<file path="src/rtl/core/asp_pkg.sv">
// ----------------------------------------------------------------------------
// asp_pkg
// Shared types, lamp codes, register indexes and the fixed-cycle tables of the
// actuated signal phase controller.
// ----------------------------------------------------------------------------
package asp_pkg;

   // Default depth of the request ring
   localparam int QUEUE_DEPTH_DEF = 8;

   // Timing and register widths
   localparam int TICK_W  = 8;
   localparam int CSR_IDX_W = 3;
   localparam int LAMP_W  = 6;
   localparam int MV_W    = 2;
   localparam int STEP_W  = 4;

   // Configuration register indexes
   localparam logic [CSR_IDX_W-1:0] CSR_GREEN_DEFAULT = 3'd0;
   localparam logic [CSR_IDX_W-1:0] CSR_EXTEND_STEP   = 3'd1;
   localparam logic [CSR_IDX_W-1:0] CSR_GREEN_LIMIT   = 3'd2;
   localparam logic [CSR_IDX_W-1:0] CSR_YELLOW        = 3'd3;
   localparam logic [CSR_IDX_W-1:0] CSR_CLEARANCE     = 3'd4;
   localparam logic [CSR_IDX_W-1:0] CSR_GAP           = 3'd5;

   // Register reset values
   localparam logic [TICK_W-1:0] GREEN_DEFAULT_RST = 8'd10;
   localparam logic [TICK_W-1:0] EXTEND_STEP_RST   = 8'd2;
   localparam logic [TICK_W-1:0] GREEN_LIMIT_RST   = 8'd24;
   localparam logic [TICK_W-1:0] YELLOW_RST        = 8'd2;
   localparam logic [TICK_W-1:0] CLEARANCE_RST     = 8'd2;
   localparam logic [TICK_W-1:0] GAP_RST           = 8'd1;

   // Lamp words: 5 left green, 4 left yellow, 3 left red, 2 fwd green,
   // 1 fwd yellow, 0 fwd red
   localparam logic [LAMP_W-1:0] LAMP_RED         = 6'b001001;
   localparam logic [LAMP_W-1:0] LAMP_LEFT_GREEN  = 6'b100001;
   localparam logic [LAMP_W-1:0] LAMP_LEFT_YELLOW = 6'b010001;
   localparam logic [LAMP_W-1:0] LAMP_FWD_GREEN   = 6'b001100;
   localparam logic [LAMP_W-1:0] LAMP_FWD_YELLOW  = 6'b001010;

   // Fixed cycle: thirteen steps, major road first
   localparam logic [STEP_W-1:0] FIXED_LAST = 4'd12;

   // Shared arithmetic unit
   typedef enum logic {
      ALU_ADD,
      ALU_GE
   } alu_op_type;

   typedef struct packed {
      alu_op_type        op;
      logic [TICK_W-1:0] a;
      logic [TICK_W-1:0] b;
   } alu_req_type;

   function automatic logic [LAMP_W-1:0] fixed_major(input logic [STEP_W-1:0] s);
      logic [LAMP_W-1:0] w;
      case (s)
         4'd1:    w = LAMP_LEFT_GREEN;
         4'd2:    w = LAMP_LEFT_YELLOW;
         4'd4:    w = LAMP_FWD_GREEN;
         4'd5:    w = LAMP_FWD_YELLOW;
         default: w = LAMP_RED;
      endcase
      return w;
   endfunction

   function automatic logic [LAMP_W-1:0] fixed_minor(input logic [STEP_W-1:0] s);
      logic [LAMP_W-1:0] w;
      case (s)
         4'd7:    w = LAMP_LEFT_GREEN;
         4'd8:    w = LAMP_LEFT_YELLOW;
         4'd10:   w = LAMP_FWD_GREEN;
         4'd11:   w = LAMP_FWD_YELLOW;
         default: w = LAMP_RED;
      endcase
      return w;
   endfunction

   function automatic logic [TICK_W-1:0] fixed_len(input logic [STEP_W-1:0] s);
      logic [TICK_W-1:0] n;
      case (s)
         4'd1, 4'd4, 4'd7, 4'd10: n = 8'd10;
         4'd2, 4'd5, 4'd8, 4'd11: n = 8'd2;
         4'd12:                   n = 8'd2;
         default:                 n = 8'd4;
      endcase
      return n;
   endfunction

endpackage

</file>
<file path="src/rtl/core/asp_ram.sv">
// ----------------------------------------------------------------------------
// asp_ram
// Generic simple dual-port RAM, one write and one registered read port.
// ----------------------------------------------------------------------------
module asp_ram #(
   parameter int WIDTH = 2,
   parameter int DEPTH = 8
) (
   input  logic                     clock,
   input  logic                     wr_en,
   input  logic [$clog2(DEPTH)-1:0] wr_addr,
   input  logic [WIDTH-1:0]         wr_data,
   input  logic [$clog2(DEPTH)-1:0] rd_addr,
   output logic [WIDTH-1:0]         rd_data
);

   logic [WIDTH-1:0] mem_ff [DEPTH];
   logic [WIDTH-1:0] rd_data_ff;

   always_ff @(posedge clock) begin
      if (wr_en) begin
         mem_ff[wr_addr] <= wr_data;
      end
      rd_data_ff <= mem_ff[rd_addr];
   end

   assign rd_data = rd_data_ff;

endmodule

</file>
<file path="src/rtl/core/asp_alu.sv">
// ----------------------------------------------------------------------------
// asp_alu
// Shared 8-bit adder and comparator used by the sequencer for timers,
// green extension and limit checks.
// ----------------------------------------------------------------------------
module asp_alu (
   input  asp_pkg::alu_req_type      alu_req,
   output logic [asp_pkg::TICK_W:0]  alu_res
);

   import asp_pkg::*;

   always_comb begin
      unique case (alu_req.op)
         ALU_ADD: alu_res = {1'b0, alu_req.a} + {1'b0, alu_req.b};
         ALU_GE:  alu_res = {{TICK_W{1'b0}}, (alu_req.a >= alu_req.b)};
         default: alu_res = '0;
      endcase
   end

endmodule

</file>
<file path="src/rtl/core/actuated_signal_phase_controller_unit.sv">
// ----------------------------------------------------------------------------
// actuated_signal_phase_controller_unit
// Actuated signal controller for a major/minor road crossing with a request
// ring, green extension and a fixed-cycle fallback sequence.
// ----------------------------------------------------------------------------
// Each accepted word is either a tick or a detector request for one of
// four movements, and yields exactly one result word with both lamp words,
// the number of held movements and the movement being served. Work runs one
// word at a time under a small sequencer around a single shared add/compare
// unit and a ring RAM with registered read; req_tready is high only while the
// sequencer is idle. A tick only chooses a cycle while the controller is
// idle; otherwise it increments the timer and compares it with the interval,
// choosing a new cycle when a gap or the fixed cycle ends. At the end of a
// clearance it reads the new head from the RAM and, when the gap is zero,
// also chooses a cycle. A request checks the green limit, extends the green
// when it serves that movement below the limit, and enqueues the movement if
// the ring has room and the duplicate search, which reads the ring one entry
// per RAM access, does not find it held; a full ring is not searched. A
// finished result sits in the output register and the next word is taken
// while it waits; a second result stalls the sequencer until the first is
// taken. Configuration writes land at once and should be made only while no
// word is in flight. The ring has no reset and needs no clearing pass: only
// entries between head and tail are ever used.
// ----------------------------------------------------------------------------
module actuated_signal_phase_controller_unit #(
   parameter int QUEUE_DEPTH = asp_pkg::QUEUE_DEPTH_DEF
) (
   input  logic                            clock,
   input  logic                            reset,
   // request side
   input  logic                            req_tvalid,
   output logic                            req_tready,
   input  logic [7:0]                      req_tdata,  // [1:0] approach, [2] fixed_cycle_switch
   input  logic                            req_tuser,  // [0] operation
   // result side
   output logic                            rsp_tvalid,
   input  logic                            rsp_tready,
   output logic [23:0]                     rsp_tdata,  // [5:0] major_lamps, [11:6] minor_lamps,
                                                       // [14:12] pending_count,
                                                       // [15] serving_valid,
                                                       // [17:16] serving_approach
   // configuration
   input  logic                            csr_we,
   input  logic [asp_pkg::CSR_IDX_W-1:0]   csr_index,
   input  logic [asp_pkg::TICK_W-1:0]      csr_wdata
);

   import asp_pkg::*;

   localparam int AW = $clog2(QUEUE_DEPTH);
   localparam int CW = $clog2(QUEUE_DEPTH + 1);

   typedef enum logic [3:0] {
      SQ_IDLE,
      SQ_LIMIT,
      SQ_EXTEND,
      SQ_FULL,
      SQ_RD,
      SQ_CMP,
      SQ_ENQ,
      SQ_INC,
      SQ_TEST,
      SQ_HEAD,
      SQ_HEADCAP,
      SQ_CHOOSE,
      SQ_DONE
   } seq_type;

   typedef enum logic [2:0] {
      PH_IDLE,
      PH_GREEN,
      PH_YELLOW,
      PH_CLEAR,
      PH_GAP,
      PH_FIXED
   } phase_type;

   // Configuration registers
   logic [TICK_W-1:0] green_def_ff, ext_step_ff, green_lim_ff;
   logic [TICK_W-1:0] yellow_ff, clear_ff, gap_ff;

   // Sequencer and controller state
   seq_type           seq_ff, seq_in;
   phase_type         phase_ff, phase_in;
   logic              op_ff, op_in;
   logic [MV_W-1:0]   mv_ff, mv_in;
   logic              sw_ff, sw_in;
   logic [TICK_W-1:0] timer_ff, timer_in;
   logic [TICK_W-1:0] green_ff, green_in;
   logic [STEP_W-1:0] step_ff, step_in;
   logic [LAMP_W-1:0] major_ff, major_in;
   logic [LAMP_W-1:0] minor_ff, minor_in;
   logic [AW-1:0]     head_ff, head_in;
   logic [AW-1:0]     tail_ff, tail_in;
   logic [CW-1:0]     count_ff, count_in;
   logic [MV_W-1:0]   head_mv_ff, head_mv_in;
   logic [AW-1:0]     scan_ptr_ff, scan_ptr_in;
   logic [CW-1:0]     scan_cnt_ff, scan_cnt_in;
   logic              rsp_valid_ff, rsp_valid_in;
   logic [23:0]       rsp_data_ff, rsp_data_in;

   // Ring RAM and shared unit
   logic              ram_we;
   logic [AW-1:0]     ram_raddr;
   logic [MV_W-1:0]   ram_rdata;
   alu_req_type       alu_req;
   logic [TICK_W:0]   alu_res;

   logic              serving;
   logic              sv;
   logic [TICK_W-1:0] len_sel;

   asp_ram #(
      .WIDTH (MV_W),
      .DEPTH (QUEUE_DEPTH)
   ) u_ring (
      .clock   (clock),
      .wr_en   (ram_we),
      .wr_addr (tail_ff),
      .wr_data (mv_ff),
      .rd_addr (ram_raddr),
      .rd_data (ram_rdata)
   );

   asp_alu u_alu (
      .alu_req (alu_req),
      .alu_res (alu_res)
   );

   function automatic logic [AW-1:0] wrap_inc(input logic [AW-1:0] p);
      return (p == AW'(QUEUE_DEPTH - 1)) ? '0 : p + 1'b1;
   endfunction

   // Lamp pair for a served movement: {minor, major}
   function automatic logic [2*LAMP_W-1:0] show(input logic [MV_W-1:0] mv, input logic yel);
      logic [LAMP_W-1:0] w;
      if (mv[0]) begin
         w = yel ? LAMP_LEFT_YELLOW : LAMP_LEFT_GREEN;
      end else begin
         w = yel ? LAMP_FWD_YELLOW : LAMP_FWD_GREEN;
      end
      return mv[1] ? {w, LAMP_RED} : {LAMP_RED, w};
   endfunction

   assign serving = (phase_ff == PH_GREEN) || (phase_ff == PH_YELLOW) ||
                    (phase_ff == PH_CLEAR);
   assign sv      = serving && (count_ff != '0);

   // Interval length of the current phase; zero lasts one tick except the gap
   always_comb begin
      case (phase_ff)
         PH_GREEN:  len_sel = (green_ff == '0)  ? 8'd1 : green_ff;
         PH_YELLOW: len_sel = (yellow_ff == '0) ? 8'd1 : yellow_ff;
         PH_CLEAR:  len_sel = (clear_ff == '0)  ? 8'd1 : clear_ff;
         PH_GAP:    len_sel = gap_ff;
         default:   len_sel = fixed_len(step_ff);
      endcase
   end

   // Configuration writes
   always_ff @(posedge clock) begin
      if (reset) begin
         green_def_ff <= GREEN_DEFAULT_RST;
         ext_step_ff  <= EXTEND_STEP_RST;
         green_lim_ff <= GREEN_LIMIT_RST;
         yellow_ff    <= YELLOW_RST;
         clear_ff     <= CLEARANCE_RST;
         gap_ff       <= GAP_RST;
      end else if (csr_we) begin
         unique case (csr_index)
            CSR_GREEN_DEFAULT: green_def_ff <= csr_wdata;
            CSR_EXTEND_STEP:   ext_step_ff  <= csr_wdata;
            CSR_GREEN_LIMIT:   green_lim_ff <= csr_wdata;
            CSR_YELLOW:        yellow_ff    <= csr_wdata;
            CSR_CLEARANCE:     clear_ff     <= csr_wdata;
            CSR_GAP:           gap_ff       <= csr_wdata;
            default: ;
         endcase
      end
   end

   // Sequencer: one step of the shared unit per cycle
   always_comb begin
      seq_in       = seq_ff;
      phase_in     = phase_ff;
      op_in        = op_ff;
      mv_in        = mv_ff;
      sw_in        = sw_ff;
      timer_in     = timer_ff;
      green_in     = green_ff;
      step_in      = step_ff;
      major_in     = major_ff;
      minor_in     = minor_ff;
      head_in      = head_ff;
      tail_in      = tail_ff;
      count_in     = count_ff;
      head_mv_in   = head_mv_ff;
      scan_ptr_in  = scan_ptr_ff;
      scan_cnt_in  = scan_cnt_ff;
      rsp_valid_in = rsp_valid_ff;
      rsp_data_in  = rsp_data_ff;
      ram_we       = 1'b0;
      ram_raddr    = head_ff;
      alu_req      = '{op: ALU_ADD, a: timer_ff, b: 8'd1};

      // drop the result once taken
      if (rsp_valid_ff && rsp_tready) begin
         rsp_valid_in = 1'b0;
      end

      unique case (seq_ff)
         SQ_IDLE: begin
            if (req_tvalid) begin
               op_in = req_tuser;
               mv_in = req_tdata[1:0];
               sw_in = req_tdata[2];
               if (req_tuser) begin
                  seq_in = SQ_LIMIT;
               end else if (phase_ff == PH_IDLE) begin
                  seq_in = SQ_CHOOSE;
               end else begin
                  seq_in = SQ_INC;
               end
            end
         end

         // request: extend the green of the served movement
         SQ_LIMIT: begin
            alu_req = '{op: ALU_GE, a: green_ff, b: green_lim_ff};
            if (sv && (head_mv_ff == mv_ff) && !alu_res[0]) begin
               seq_in = SQ_EXTEND;
            end else begin
               seq_in = SQ_FULL;
            end
         end

         SQ_EXTEND: begin
            alu_req  = '{op: ALU_ADD, a: green_ff, b: ext_step_ff};
            green_in = alu_res[TICK_W] ? 8'hFF : alu_res[TICK_W-1:0];
            seq_in   = SQ_FULL;
         end

         SQ_FULL: begin
            scan_ptr_in = head_ff;
            scan_cnt_in = '0;
            if (count_ff == CW'(QUEUE_DEPTH)) begin
               seq_in = SQ_DONE;
            end else if (count_ff == '0) begin
               seq_in = SQ_ENQ;
            end else begin
               seq_in = SQ_RD;
            end
         end

         // duplicate search, one ring entry per read
         SQ_RD: begin
            ram_raddr = scan_ptr_ff;
            seq_in    = SQ_CMP;
         end

         SQ_CMP: begin
            if (ram_rdata == mv_ff) begin
               seq_in = SQ_DONE;
            end else begin
               scan_ptr_in = wrap_inc(scan_ptr_ff);
               scan_cnt_in = CW'(scan_cnt_ff + 1'b1);
               seq_in      = (CW'(scan_cnt_ff + 1'b1) == count_ff) ? SQ_ENQ : SQ_RD;
            end
         end

         SQ_ENQ: begin
            ram_we   = 1'b1;
            tail_in  = wrap_inc(tail_ff);
            count_in = CW'(count_ff + 1'b1);
            if (count_ff == '0) begin
               head_mv_in = mv_ff;
            end
            seq_in = SQ_DONE;
         end

         // tick: advance the interval timer
         SQ_INC: begin
            alu_req  = '{op: ALU_ADD, a: timer_ff, b: 8'd1};
            timer_in = alu_res[TICK_W-1:0];
            seq_in   = SQ_TEST;
         end

         SQ_TEST: begin
            alu_req = '{op: ALU_GE, a: timer_ff, b: len_sel};
            seq_in  = SQ_DONE;
            if (alu_res[0]) begin
               timer_in = '0;
               case (phase_ff)
                  PH_GREEN: begin
                     phase_in             = PH_YELLOW;
                     {minor_in, major_in} = show(head_mv_ff, 1'b1);
                  end
                  PH_YELLOW: begin
                     phase_in = PH_CLEAR;
                     major_in = LAMP_RED;
                     minor_in = LAMP_RED;
                  end
                  PH_CLEAR: begin
                     if (count_ff != '0) begin
                        head_in  = wrap_inc(head_ff);
                        count_in = CW'(count_ff - 1'b1);
                     end
                     seq_in = SQ_HEAD;
                  end
                  PH_GAP: begin
                     seq_in = SQ_CHOOSE;
                  end
                  default: begin
                     step_in = STEP_W'(step_ff + 1'b1);
                     if (step_ff == FIXED_LAST) begin
                        seq_in = SQ_CHOOSE;
                     end else begin
                        major_in = fixed_major(STEP_W'(step_ff + 1'b1));
                        minor_in = fixed_minor(STEP_W'(step_ff + 1'b1));
                     end
                  end
               endcase
            end
         end

         // fetch the new head after a dequeue
         SQ_HEAD: begin
            ram_raddr = head_ff;
            seq_in    = SQ_HEADCAP;
         end

         SQ_HEADCAP: begin
            head_mv_in = ram_rdata;
            if (gap_ff == '0) begin
               seq_in = SQ_CHOOSE;
            end else begin
               phase_in = PH_GAP;
               seq_in   = SQ_DONE;
            end
         end

         SQ_CHOOSE: begin
            timer_in = '0;
            seq_in   = SQ_DONE;
            if (sw_ff) begin
               phase_in = PH_FIXED;
               step_in  = '0;
               major_in = fixed_major('0);
               minor_in = fixed_minor('0);
            end else if (count_ff != '0) begin
               phase_in             = PH_GREEN;
               green_in             = green_def_ff;
               {minor_in, major_in} = show(head_mv_ff, 1'b0);
            end else begin
               phase_in = PH_IDLE;
               major_in = LAMP_RED;
               minor_in = LAMP_RED;
            end
         end

         // hold until the output register is free
         SQ_DONE: begin
            if (!rsp_valid_ff || rsp_tready) begin
               rsp_valid_in = 1'b1;
               rsp_data_in  = {6'b0, (sv ? head_mv_ff : 2'b00), sv, count_ff[2:0],
                               minor_ff, major_ff};
               seq_in       = SQ_IDLE;
            end
         end

         default: seq_in = SQ_IDLE;
      endcase
   end

   always_ff @(posedge clock) begin
      if (reset) begin
         seq_ff       <= SQ_IDLE;
         phase_ff     <= PH_IDLE;
         timer_ff     <= '0;
         green_ff     <= GREEN_DEFAULT_RST;
         step_ff      <= '0;
         major_ff     <= LAMP_RED;
         minor_ff     <= LAMP_RED;
         head_ff      <= '0;
         tail_ff      <= '0;
         count_ff     <= '0;
         rsp_valid_ff <= 1'b0;
      end else begin
         seq_ff       <= seq_in;
         phase_ff     <= phase_in;
         timer_ff     <= timer_in;
         green_ff     <= green_in;
         step_ff      <= step_in;
         major_ff     <= major_in;
         minor_ff     <= minor_in;
         head_ff      <= head_in;
         tail_ff      <= tail_in;
         count_ff     <= count_in;
         rsp_valid_ff <= rsp_valid_in;
      end
      op_ff       <= op_in;
      mv_ff       <= mv_in;
      sw_ff       <= sw_in;
      head_mv_ff  <= head_mv_in;
      scan_ptr_ff <= scan_ptr_in;
      scan_cnt_ff <= scan_cnt_in;
      rsp_data_ff <= rsp_data_in;
   end

   assign req_tready = (seq_ff == SQ_IDLE);
   assign rsp_tvalid = rsp_valid_ff;
   assign rsp_tdata  = rsp_data_ff;

   // ------------------------------------------------------------------------
   // Assertions
   // ------------------------------------------------------------------------

   // the ring never holds more than its depth
   a_count_bound: assert property (@(posedge clock) disable iff (reset)
      count_ff <= CW'(QUEUE_DEPTH))
      else $error("ring count exceeds depth");

   // between words, a served movement is always present in the ring
   a_serve_held: assert property (@(posedge clock) disable iff (reset)
      (serving && (seq_ff == SQ_IDLE)) |-> (count_ff != '0))
      else $error("serving with an empty ring");

   // one word at a time: no acceptance straight after another
   a_one_word: assert property (@(posedge clock) disable iff (reset)
      (req_tvalid && req_tready) |=> !req_tready)
      else $error("word accepted while busy");

   // a new result appears only from the completion step
   a_rsp_from_done: assert property (@(posedge clock) disable iff (reset)
      $rose(rsp_tvalid) |-> ($past(seq_ff) == SQ_DONE))
      else $error("result loaded outside completion");

endmodule

</file>
<file path="config.mk">
export PLATFORM = sky130hd
export DESIGN_NAME = actuated_signal_phase_controller_unit
export DESIGN_NICKNAME = d
export VERILOG_FILES = /design/src/rtl/core/asp_pkg.sv /design/src/rtl/core/asp_ram.sv /design/src/rtl/core/asp_alu.sv /design/src/rtl/core/actuated_signal_phase_controller_unit.sv
export SDC_FILE = /design/constraint.sdc
export NUM_CORES = 1
export LEC_CHECK = 0
export BUFFER_PORTS_ARGS = -buffer_cell sky130_fd_sc_hd__buf_2
export CORE_AREA = 8 8 187 189
export CTS_BUF_LIST = sky130_fd_sc_hd__clkbuf_8
export DETAILED_ROUTE_END_ITERATION = 8
export DIE_AREA = 0 0 195 197
export GPL_ROUTABILITY_DRIVEN = 0
export PLACE_DENSITY = 0.52
export SLEW_MARGIN = 20
export SYNTH_ARGS = -nofsm -noshare
export SYNTH_HDL_FRONTEND = slang
export SYNTH_SLANG_ARGS = --single-unit
</file>
<file path="constraint.sdc">
create_clock -name clock -period 4.1 [get_ports clock]
set_input_delay 0.82 -clock clock [delete_from_list [all_inputs] [get_ports clock]]
set_output_delay 0.82 -clock clock [all_outputs]
set_load 0.1 [all_outputs]
</file>
Word level (Yosys, flattened, before mapping)
Memories as Yosys holds them, arrays and structs flattened. A register that Yosys moved wholly into a read port is not among the register bits. Index checks and enable logic that the tools add are counted.

$add $sub $neg: 8. $lt $le $gt $ge: 1. Eq/ne operators: 52. Multiplexer cells: 76. Bitwise gates (word level): 1. Reductions and logical operators: 47.

Operators with widths (count): 4-bit 2-to-1 mux (15); 8-bit 2-to-1 mux (7); 6-bit 2-to-1 mux (9); 17-bit one-hot mux with 3 select lines (1); 4-bit one-hot mux with 12 select lines (1); 6-bit one-hot mux with 4 select lines (2); 4-bit equality test (second input constant) (10); 6-bit one-hot mux with 3 select lines (2); 3-bit 2-to-1 mux (11); 8-bit zero test (4); 8-bit one-hot mux with 4 select lines (1); 4-bit by 3-bit equality test with 1-bit output (second input constant) (7); 2-bit != test (second input constant) (13); 12-bit 2-to-1 mux (2); 4-bit one-hot mux with 2 select lines (3); 6-bit one-hot mux with 2 select lines (2); 8-bit one-hot mux with 3 select lines (1); 2-bit AND reduction (12); 4-bit AND reduction (5); 3-bit equality test (second input constant) (6); 3-bit one-hot mux with 3 select lines (2); 9-bit one-hot mux with 2 select lines (1); 8-bit one-hot mux with 2 select lines (1); 4-bit by 1-bit adder with 4-bit output (second input constant) (3); other kinds (29) (64).

Flip-flop bits (word level): 128. Bits in writable memories: 16. ROM bits: 48. Input port bits: 25. Word-level logic and storage cells: 211. Memories: 2.

Memory list: (no name shown) (depth 16, bits a word 3, rd ports 1, clocked after Yosys merged registers in 1, write ports 0, RTL line asp_pkg.sv:83) `case (s)`; u_ring.mem_ff (depth 8, bits a word 2, rd ports 1, clocked after Yosys merged registers in 1, write ports 1, RTL line asp_ram.sv:17) `logic [WIDTH-1:0] mem_ff [DEPTH];`.

Logic depth before layout (Yosys ltp)
Depth after elaboration: 10. Mapped depth: 19. Gate-level depth less buffers: 19.

Hierarchy
Synthesis repeated with hierarchy kept, for this count alone.

Cells, all modules: 893. Area total of the unflattened synthesis: 7978.9 µm².

Modules (own cells, without submodules): actuated_signal_phase_controller_unit (instances 1, cells an instance 774, area an instance 6672.6 µm², seq. area each 2922.8 µm²); asp_ram (instances 1, cells an instance 37, area an instance 706.9 µm², seq. area each 520.5 µm²); asp_alu (instances 1, cells an instance 82, area an instance 599.3 µm², seq. area each 0.0 µm²).

Worst setup path after synthesis
OpenSTA, ideal clock, no wires.

Kind: register to register. From: register seq_ff[0]. To: register (tool-made name). Library setup time: 0.120 ns. Data arrival time: 4.123 ns. Required time: 3.980 ns. Slack: -0.143 ns. Stages on the path, launching flop included: 17. Clock period less this slack: 4.243 ns. Path through: dfxtp_1 or2_1 clkbuf_1 nor2_2 nor2_1 mux2_2 ha_1 a211o_1 a31oi_2 o311ai_4 o21ai_4 a21oi_1 or2_2 ha_1 nor2b_1 and3b_1 a211o_1.

RTL lines: from (decl) (RTL line actuated_signal_phase_controller_unit.sv:83) `seq_type seq_ff, seq_in;`; from (signal assigned) (RTL line actuated_signal_phase_controller_unit.sv:389) `seq_ff <= seq_in;`.

==> flow_summary_export.csv <==
group,metric,value,unit
pwr,power_density,549.4,nW/um^2
yosys,ys_seq_elements,149,
timing,worst_slew_pin_slew,0.9962,ns
grt,grt_pass1_vias,6444,
yosys,synth_area_leaders,"dfxtp_1 26%, edfxtp_1 18%, nand2_1 6.2%",
timing,finClkSkew,0.01696,ns
floorplanning,ioPinCount,51,
yosys,synth_edf_count,46,
worst_setup_path,arrival,4.23,ns
yosys,avgSynthCellArea,8.978,um^2
placed_design,hpwl,16.25,mm
floorplanning,die_x,195,um
detailed_routing,wl_per_cell,15.74,um
clock_tree,cts_buffers,17,
cells_and_area,postLayoutCoreUtil,29.41,%
timing,maxSlewViolCount,0,
floorplanning,die_area,38420,um^2
timing,holdWs,0.4368,ns
pwr,vdd_drop_max,220.4,uV
yosys,seq_area_frac_synth,43.73,%
worst_setup_path,rrSetupSlack,0.23,ns
placed_design,dpl_cell_area,8857,um^2
pwr,p_leak,3.442,nW
yosys,yosys-top-cells-count,"131 x nand2_1, 103 x dfxtp_1, 90 x a21oi_1",
clock_tree,clkTransAtPathRegs,0.09,ns
timing,fin_setup_tns,0,ns
hold_path,min_to,"rsp_tdata[8]",
grt,grt_usage,11.34,%
detailed_routing,drc,0,
clock_tree,cts_tree,"built",
worst_setup_path,reg2reg_depth,15,
timing,relSlewSlack,33.34,%
yosys,synth_area,7874,um^2
timing,fmax,258.2,MHz
clock_tree,h-tree-depth,4,
cells_and_area,n_antenna_cell,0,
cells_and_area,nets,1021,
worst_setup_path,critPathSlowestCell,"mux4_2",
yosys,netlist_instances,877,
yosys,synth_top_cell_area_share,26.19,%
yosys,async_flop_share,0,%
yosys,synthDistinctLibCells,72,
floorplanning,num_rows,66,
yosys,synth_most_common_cell,"nand2_1",
yosys,yosys_most_used_dff,"dfxtp_1",
hold_path,hold_depth,0,
timing,fin_ws,0.2273,ns
worst_setup_path,critical_path.top_delay_family,"compound AO/OA/AOI/OAI gates",
cells_and_area,drive_gt1_share,20.33,%
worst_setup_path,cp_num_buf_inv,0,
worst_setup_path,path_class,"reg -> reg",
grt,antenna_found_initial,0,
worst_setup_path,cp_max_fo,5,
timing,period_needed,3.873,ns
floorplanning,core,32040,um^2
detailed_routing,wl,21.75,mm
worst_setup_path,crit_path_end_kind,"flip-flop",
placed_design,port_buffers,39,
yosys,synth_warnings,0,
yosys,synth_top_area_cell,"dfxtp_1",
timing,finalCritPeriodShare,94.46,%
timing,setup_viol,0,
grt,grt_pass1_wl,35.17,mm
clock_tree,cts_buffer_depth,2,
run,maxCapViolCount,0,
detailed_routing,viasPerCell,4.821,
timing,hold_viol_final,0,
worst_setup_path,required,4.46,ns
clock_tree,cts.sinks,149,
clock_tree,clockRootBuffer,"clkbuf_8",
placed_design,dp_slack,0.04821,ns
worst_setup_path,reg2reg_from,"phase_ff[1]",
worst_setup_path,startpoint_type,"flip-flop",
hold_path,worstHoldStart,"minor_ff[2]",
worst_setup_path,path_cells,"mux4_2, nor2_1, a311oi_2, a221oi_2, ha_1, a211o_1, a31oi_4, o311ai_4, o21ai_4, a21oi_1, or2_2, ha_1, nor2b_1, and3b_1, a211o_1",
status,status,"finished, final reports clean",
clock_tree,ctsHoldBuffers,0,
grt,grt_max_degree,54,
cells_and_area,area_growth,19.67,%
detailed_routing,drt_first_iter_violations,464,
floorplanning,initial_core_util,24.57,%
floorplanning,fp.dieH,197,um
clock_tree,clkLatencyLatePin,0.47,ns
detailed_routing,dr.pass1.iters,5,
hold_path,hold_path_class,"reg -> reg",
grt,grt-ovfl-total,0,
detailed_routing,antenna_left,0,
cells_and_area,stdcell_area,9423,um^2
worst_setup_path,slowest_delay,0.49,ns
detailed_routing,vias,6663,
[worst max path at each step]
stage	endpoint	startpoint	cells past startpoint	slack [ns]
3_5_place_dp	flip-flop	green_ff[3]	19	0.05
2_1_floorplan	flip-flop	phase_ff[0]	17	0.03
3_3_place_gp	flip-flop	green_ff[3]	19	0.03
6_report	flip-flop	phase_ff[1]	15	0.23
5_1_grt	flip-flop	green_ff[6]	19	-0.006
4_1_cts	flip-flop	green_ff[3]	19	0.01
[per-layer routing]
layer | routed length (um) | track usage [%]
met2 | 9481 | 17.03
met1 | 10850 | 15.95
met5 | 0 | 0
met4 | 364 | 3.706
met3 | 1056 | 2.405
[logic make-up after synthesis]
group	Yosys count	synth area share, %
buffers and inverters	73	3.877
flip-flops	149	43.73
other	1	0.04763
multiplexers	43	6.849
adder cells (fa/ha/maj)	35	5.752
AO/OA/AOI/OAI	212	17.51
AND/OR/NAND/NOR	343	19.90
XOR/XNOR	21	2.336
[layout by cell type (no fill, tap or decap), types with 4 or more instances in the layout]
master      instances
buf_2              39
mux2_2             14
o21a_1              4
inv_1              26
a311oi_1            5
a31oi_1             9
nand2_1           129
nor2_1             86
nor2b_1            17
or3_1               4
and3_1              6
nor3_1             27
nor4_1              8
edfxtp_1           46
xor2_1              9
ha_1               32
inv_6               5
nand3_1            21
a22oi_1            10
dfxtp_1           100
o221ai_1            4
mux2i_1            22
mux4_2              6
clkinvlp_4          5
o211ai_1            5
a21oi_1            88
a221oi_1            4
xnor2_1            12
o21ai_0            32
a32oi_1             4
a211oi_1            4
o31ai_1             4
clkbuf_8           19
and2_1              9
a221oi_2            4
nand2b_1           11
conb_1              6
buf_4              66
[power breakdown]
part / internal (mW) / switching, mW / total, mW
registers: 1.67 / 0.138 / 1.81
clock network: 0.529 / 0.631 / 1.16
logic: 0.897 / 1.31 / 2.21
total: 3.09 / 2.08 / 5.18
[timing repair]
item / CTS / global route
gates resized for setup: 2 / 19
pin swaps: 0 / 9
setup endpoints to repair: 1 / 7
setup buffers: 0 / 8
[sequential cells by signal, summed over array words and instances, names as in the netlist, 3 cells and up, named ones only]
name and cells:
seq_ff 4, count_ff 4, u_ring.mem_ff 16, major_ff 6
step_ff 4, timer_ff 8, yellow_ff 8, minor_ff 6
green_lim_ff 8, green_def_ff 8, head_ff 3, gap_ff 8
tail_ff 3, phase_ff 3, green_ff 8, rsp_tdata 18
scan_cnt_ff 4, clear_ff 8, ext_step_ff 8, scan_ptr_ff 3
[per-stage QoR]
step / instances / total power [mW]
2_1_floorplan: 882 / 3.189
3_3_place_gp: 1342 / 3.859
3_5_place_dp: 1342 / 3.868
4_1_cts: 1374 / 5.051
5_1_grt: 1382 / 5.487
6_report: 1382 / 5.177
[layout make-up]
| type | instances | area, um^2 |
|---|---|---|
| inverter | 27 | 101.3 |
| tap | 408 | 510.5 |
| clock buffer | 19 | 261.5 |
| sequential | 149 | 3450 |
| clock inverter | 13 | 138.9 |
| timing repair buffer | 106 | 710.7 |
| multi-input combinational | 660 | 4250 |
| fill | 3418 | 22620 |
Note: power is estimated with default switching activity, not from simulation.
